$ cat src/hdl/rslt_pkg.sv
package rslt_pkg;
	localparam logic [1:0] ACT_ACCESS = 2'd0;
	localparam logic [1:0] ACT_ABORT = 2'd1;
	localparam logic [1:0] ACT_COMMIT = 2'd2;
	localparam logic [1:0] KIND_WRITER = 2'd0;
	localparam logic [1:0] KIND_READER = 2'd1;
	localparam logic [1:0] KIND_FINAL = 2'd2;

	typedef struct packed {
		logic [1:0] action;
		logic access_kind;
		logic [63:0] txn_id;
		logic [63:0] commit_stamp;
		logic [63:0] txn_read_max_in;
		logic [63:0] txn_write_max_in;
	} in_word_t;

	typedef struct packed {
		logic [1:0] entry_kind;
		logic [63:0] other_txn;
		logic [63:0] txn_read_max_out;
		logic [63:0] txn_write_max_out;
		logic status;
		logic set_overflow;
		logic last;
	} out_word_t;

	// Control handed from the sequencer to every cell of one set.
	typedef struct packed {
		logic rotate;
		logic do_remove;
		logic do_insert;
		logic [63:0] key;
	} cell_ctl_t;
endpackage

$ cat src/hdl/rslt_cell.sv
module rslt_cell (
	input logic clk,
	input logic arst_n,
	input rslt_pkg::cell_ctl_t ctl,
	input logic left_valid,
	input logic [63:0] left_id,
	input logic left_ge,
	input logic right_valid,
	input logic [63:0] right_id,
	input logic [63:0] head_id,
	output logic valid,
	output logic [63:0] id,
	output logic ge,
	output logic match
);
	import rslt_pkg::*;

	logic valid_q;
	logic [63:0] id_q;
	logic ins_here;

	assign valid = valid_q;
	assign id = id_q;
	assign ge = valid_q && !(id_q < ctl.key);
	assign match = valid_q && id_q == ctl.key;
	assign ins_here = !left_ge && (ge || (!valid_q && left_valid));

	always_ff @(posedge clk or negedge arst_n) begin
		if (!arst_n) begin
			valid_q <= 1'b0;
		end else if (ctl.do_remove && ge) begin
			valid_q <= right_valid;
		end else if (ctl.do_insert && (left_ge || ins_here)) begin
			valid_q <= 1'b1;
		end
	end

	always_ff @(posedge clk) begin
		if (ctl.rotate && valid_q) begin
			id_q <= right_valid ? right_id : head_id;
		end else if (ctl.do_remove && ge) begin
			id_q <= right_id;
		end else if (ctl.do_insert && left_ge) begin
			id_q <= left_id;
		end else if (ctl.do_insert && ins_here) begin
			id_q <= ctl.key;
		end
	end
endmodule

$ cat src/hdl/rslt_set.sv
module rslt_set #(
	parameter int SET_DEPTH = 16
) (
	input logic clk,
	input logic arst_n,
	input rslt_pkg::cell_ctl_t ctl,
	output logic [63:0] head_id,
	output logic has_key,
	output logic has_free
);
	import rslt_pkg::*;

	logic [SET_DEPTH+1:0] valid_c;
	logic [SET_DEPTH+1:0][63:0] id_c;
	logic [SET_DEPTH:0] ge_c;
	logic [SET_DEPTH-1:0] match_c;

	// Position 0 stands before the first cell and position SET_DEPTH + 1 after the last.
	assign valid_c[0] = 1'b1;
	assign id_c[0] = '0;
	assign ge_c[0] = 1'b0;
	assign valid_c[SET_DEPTH+1] = 1'b0;
	assign id_c[SET_DEPTH+1] = '0;

	for (genvar g = 0; g < SET_DEPTH; g++) begin : g_cell
		rslt_cell u_cell (
			.clk(clk), .arst_n(arst_n), .ctl(ctl),
			.left_valid(valid_c[g]), .left_id(id_c[g]), .left_ge(ge_c[g]),
			.right_valid(valid_c[g+2]), .right_id(id_c[g+2]), .head_id(id_c[1]),
			.valid(valid_c[g+1]), .id(id_c[g+1]), .ge(ge_c[g+1]), .match(match_c[g])
		);
	end

	assign head_id = id_c[1];
	assign has_key = |match_c;
	assign has_free = !valid_c[SET_DEPTH];
endmodule

$ cat config.mk
export PLATFORM = sky130hd
export DESIGN_NAME = rslt_set
export DESIGN_NICKNAME = d
export VERILOG_FILES = /design/src/hdl/rslt_pkg.sv /design/src/hdl/rslt_cell.sv /design/src/hdl/rslt_set.sv
export SDC_FILE = /design/constraint.sdc
export NUM_CORES = 2
export LEC_CHECK = 0
export BUFFER_PORTS_ARGS = -buffer_cell sky130_fd_sc_hd__buf_2
export CELL_PAD_IN_SITES_DETAIL_PLACEMENT = 0
export CELL_PAD_IN_SITES_GLOBAL_PLACEMENT = 1
export CORE_UTILIZATION = 45
export CTS_BUF_LIST = sky130_fd_sc_hd__clkbuf_2
export DETAILED_ROUTE_END_ITERATION = 7
export GPL_ROUTABILITY_DRIVEN = 0
export PLACE_DENSITY = 0.76
export SLEW_MARGIN = 40
export SYNTH_ARGS = -nofsm -noshare
export SYNTH_HDL_FRONTEND = slang
export SYNTH_HIERARCHICAL = 1
export SYNTH_SLANG_ARGS = --single-unit
$ cat constraint.sdc
create_clock -name clk -period 12.9 [get_ports clk]
set_clock_uncertainty 0.2 [all_clocks]
set_input_delay 2.58 -clock clk [delete_from_list [all_inputs] [get_ports clk]]
set_output_delay 2.58 -clock clk [all_outputs]
set_load 0.005 [all_outputs]
==> impl_metrics.toml <==
[power_and_ir_drop]
p_clk_share_pct = 13.1
p_int_w = 0.01108
power_frac_seq_pct = 35.2
comb_power_share_pct = 51.7
ir_worst_vdd_mv = 0.2092
power_density_nw_per_um2 = 204.5
switchingPower_w = 0.009987
p_leak_nw = 50.88
netSwitchingFraction_pct = 47.42
total_power_w = 0.02106

[global_route]
grtUsageMet1_pct = 38.84
use_met3_pct = 6.941
busiest_layer = "met2"
grt_util_all_layers_pct = 31.51
first_global_vias = 79940
grt_util_met2_pct = 49.42
antenna_found_initial = 14
grt_pass1_wl_um = 523500
grt_overflow = 0
grt_max_degree = 65

[sta]
drv_slew = 65
hold_viol_final = 0
slew_headroom_pct = -238.3
rsz0062_at_grt = "false"
setup_viol = 0
whs_ns = 0.4157
worst_pin_slew_ns = 5.074
min_period_ns = 9.592
finalSetupTns_ns = 0
fmax_ghz = 0.1042
period_share_pct = 74.36

[routing]
drcViolationCount = 4
vias = 79330
post_drt_wl_per_cell_um = 27.50
first_iter_violations = 7792
postRouteAntennaNets = 0
drt-vias-per-instance = 6.108
first_pass_iters = 8
drt-total-wl_um = 357200

[worst_setup_path]
cp-endpoint = "has_key"
reg2reg_to = "g_cell[3].u_cell/id[13]$_DFFE_PP_"
r2r-start = "g_cell[2].u_cell/id[62]$_DFFE_PP_"
reg2regPathDepth = 10
startpoint_type = "input port"
crit_fanout = 32
worst-endpoint-arrival_ns = 6.81
end_kind = "output pin"
worst-setup-path-type = "in2out"
worst-r2r-setup-slack_ns = 6.65
crit_start = "ctl[60]"
required_ns = 10.12

[logic_synthesis]
ys_async_sr_fraction_pct = 1.538
synth_edf_count = 1024
synth_top_area_cell = "edfxtp_1"
synthTopCellsByCount = "2,065 x inv_1, 1,088 x nor2_1, 1,024 x edfxtp_1, 1,024 x ha_1, 1,024 x mux2i_1"
synthFlopType = "edfxtp_1"
netlist_top_cells_area = "edfxtp_1 31%, a221oi_2 15%, ha_1 13%"
syn_inst = 9512
ys_warn_count = 6
netlist_area_um2 = 98280
ys_seq_area_share_pct = 31.70
yosysMostFrequentCell = "inv_1"
yosysTopAreaCellShare_pct = 31.29
avgSynthCellArea_um2 = 10.33
synth-seq-cells = 1040
synthDistinctLibCells = 50

[cts]
post_cts_buffers = 0
cts.clk_slew.worst_paths_ns = 0.11
cts_max_path_buffers = 4
ctsResizeCount = 0
hold_buffers = 0
clock_latency_ns = 2.02
cts_tree = "yes"
clock_sinks = 1040
numCtsBuffers = 334
cts_root_buf = "clkbuf_2"
cts-htree-levels = 5

[outcome]
outcome = "complete, but fails checks"
violations = "design-rule violations, max-slew violations"

[die]
die_height_um = 469.3
io_pins = 135
design.core.area_um2 = 217200
num_rows = 171
die_area_um2 = 220300
start_util_pct = 45.25
die_w_um = 469.3

[min_path]
hp-class = "reg2reg"

[final_layout]
nets = 11010
multiInputGateArea_um2 = 55240
drive_above_1_share_pct = 20.62
syn2layout_area_growth_pct = 4.815
filler_cell_count = 20200
seq_area_um2 = 31150

[flow_run]
cap_violations = 0

[placed_design]
hpwl_um = 252000
port_buffers = 134
-- power by group through the flow --
stage	Combinational (W)	Sequential, W	Clock [W]
2_1_floorplan	0.00778	0.00691	0
5_1_grt	0.0117	0.00753	0.00295
6_report	0.0109	0.00742	0.00275
3_3_place_gp	0.0102	0.00743	0
4_1_cts	0.0106	0.00736	0.00281
3_5_place_dp	0.0106	0.00743	0
-- how the worst min path moves through the flow --
stage | from | endpoint | slack [ns] | depth (start not counted)
floorplan | g_cell[0].u_cell/valid$_DFFE_PN0P_ | g_cell[0].u_cell/valid$_DFFE_PN0P_ | 0.42 | 2
detailed placement | g_cell[15].u_cell/id[52]$_DFFE_PP_ | g_cell[14].u_cell/id[52]$_DFFE_PP_ | 0.48 | 2
CTS | arst_n | g_cell[13].u_cell/valid$_DFFE_PN0P_ | 0.29 | 1
finish | g_cell[5].u_cell/id[0]$_DFFE_PP_ | g_cell[4].u_cell/id[0]$_DFFE_PP_ | 0.42 | 2
global route | arst_n | g_cell[13].u_cell/valid$_DFFE_PN0P_ | 0.31 | 1
global placement | g_cell[15].u_cell/id[36]$_DFFE_PP_ | g_cell[14].u_cell/id[36]$_DFFE_PP_ | 0.46 | 2
-- registers in the layout, indices dropped and copies added (netlist names) --
register             cells
g_cell.u_cell/valid     16
g_cell.u_cell/id      1024
-- routing by layer --
layer,share of wire [%],vias up
li1,-,35380
met1,40,39100
met2,45,3821
met3,8.7,1022
met4,7.0,2
met5,0.0036,-
-- stage by stage --
step | instances | util [%] | setup slack [ns] | area, um2
3_3_place_gp | 12400 | 45.84 | 3.503 | 99540
3_5_place_dp | 12420 | 46.07 | 3.586 | 100000
6_report | 12990 | 47.43 | 3.308 | 103000
4_1_cts | 12960 | 47.33 | 3.586 | 102800
2_1_floorplan | 9647 | - | 5.996 | 98780
5_1_grt | 12990 | 47.43 | 3.516 | 103000
-- worst max-delay path, stage by stage --
cell and delay, ns:
buf_2 0.63, inv_1 0.11, ha_1 0.37, nand3_2 0.13, nor4_4 0.59, nand4_2 0.49
nor4_2 1.02, and4_1 0.32, nor4_1 0.06, nand4_1 0.30, buf_2 0.19
-- area by class of cell --
class,instances,area share (%)
multi-input combinational,6142,53.62
sequential,1040,30.24
inverter,2065,7.525
tap,2854,3.467
timing repair buffer,330,2.439
clock buffer,458,2.225
clock inverter,85,0.4470
antenna,14,0.03401
-- cells in the final DEF (no fill, tap or decap), types with 137 or more instances in the layout --
master	n
a221oi_2	1008
clkbuf_2	458
buf_4	140
inv_1	2065
a21oi_1	430
ha_1	1024
conb_1	137
nor2_1	1088
nand2_1	321
mux2i_1	1024
edfxtp_1	1024
-- cell families after synthesis --
group	Yosys count	share of synthesized area [%]
other	2	0.007642
and+or+nand+nor	2021	9.871
muxes	1056	10.80
AOI/OAI and AO/OA	1904	21.47
adders and majority gates	1024	13.04
buffers and inverters	2465	13.12
DFF	1040	31.70
(Power assumes the default switching activity.)
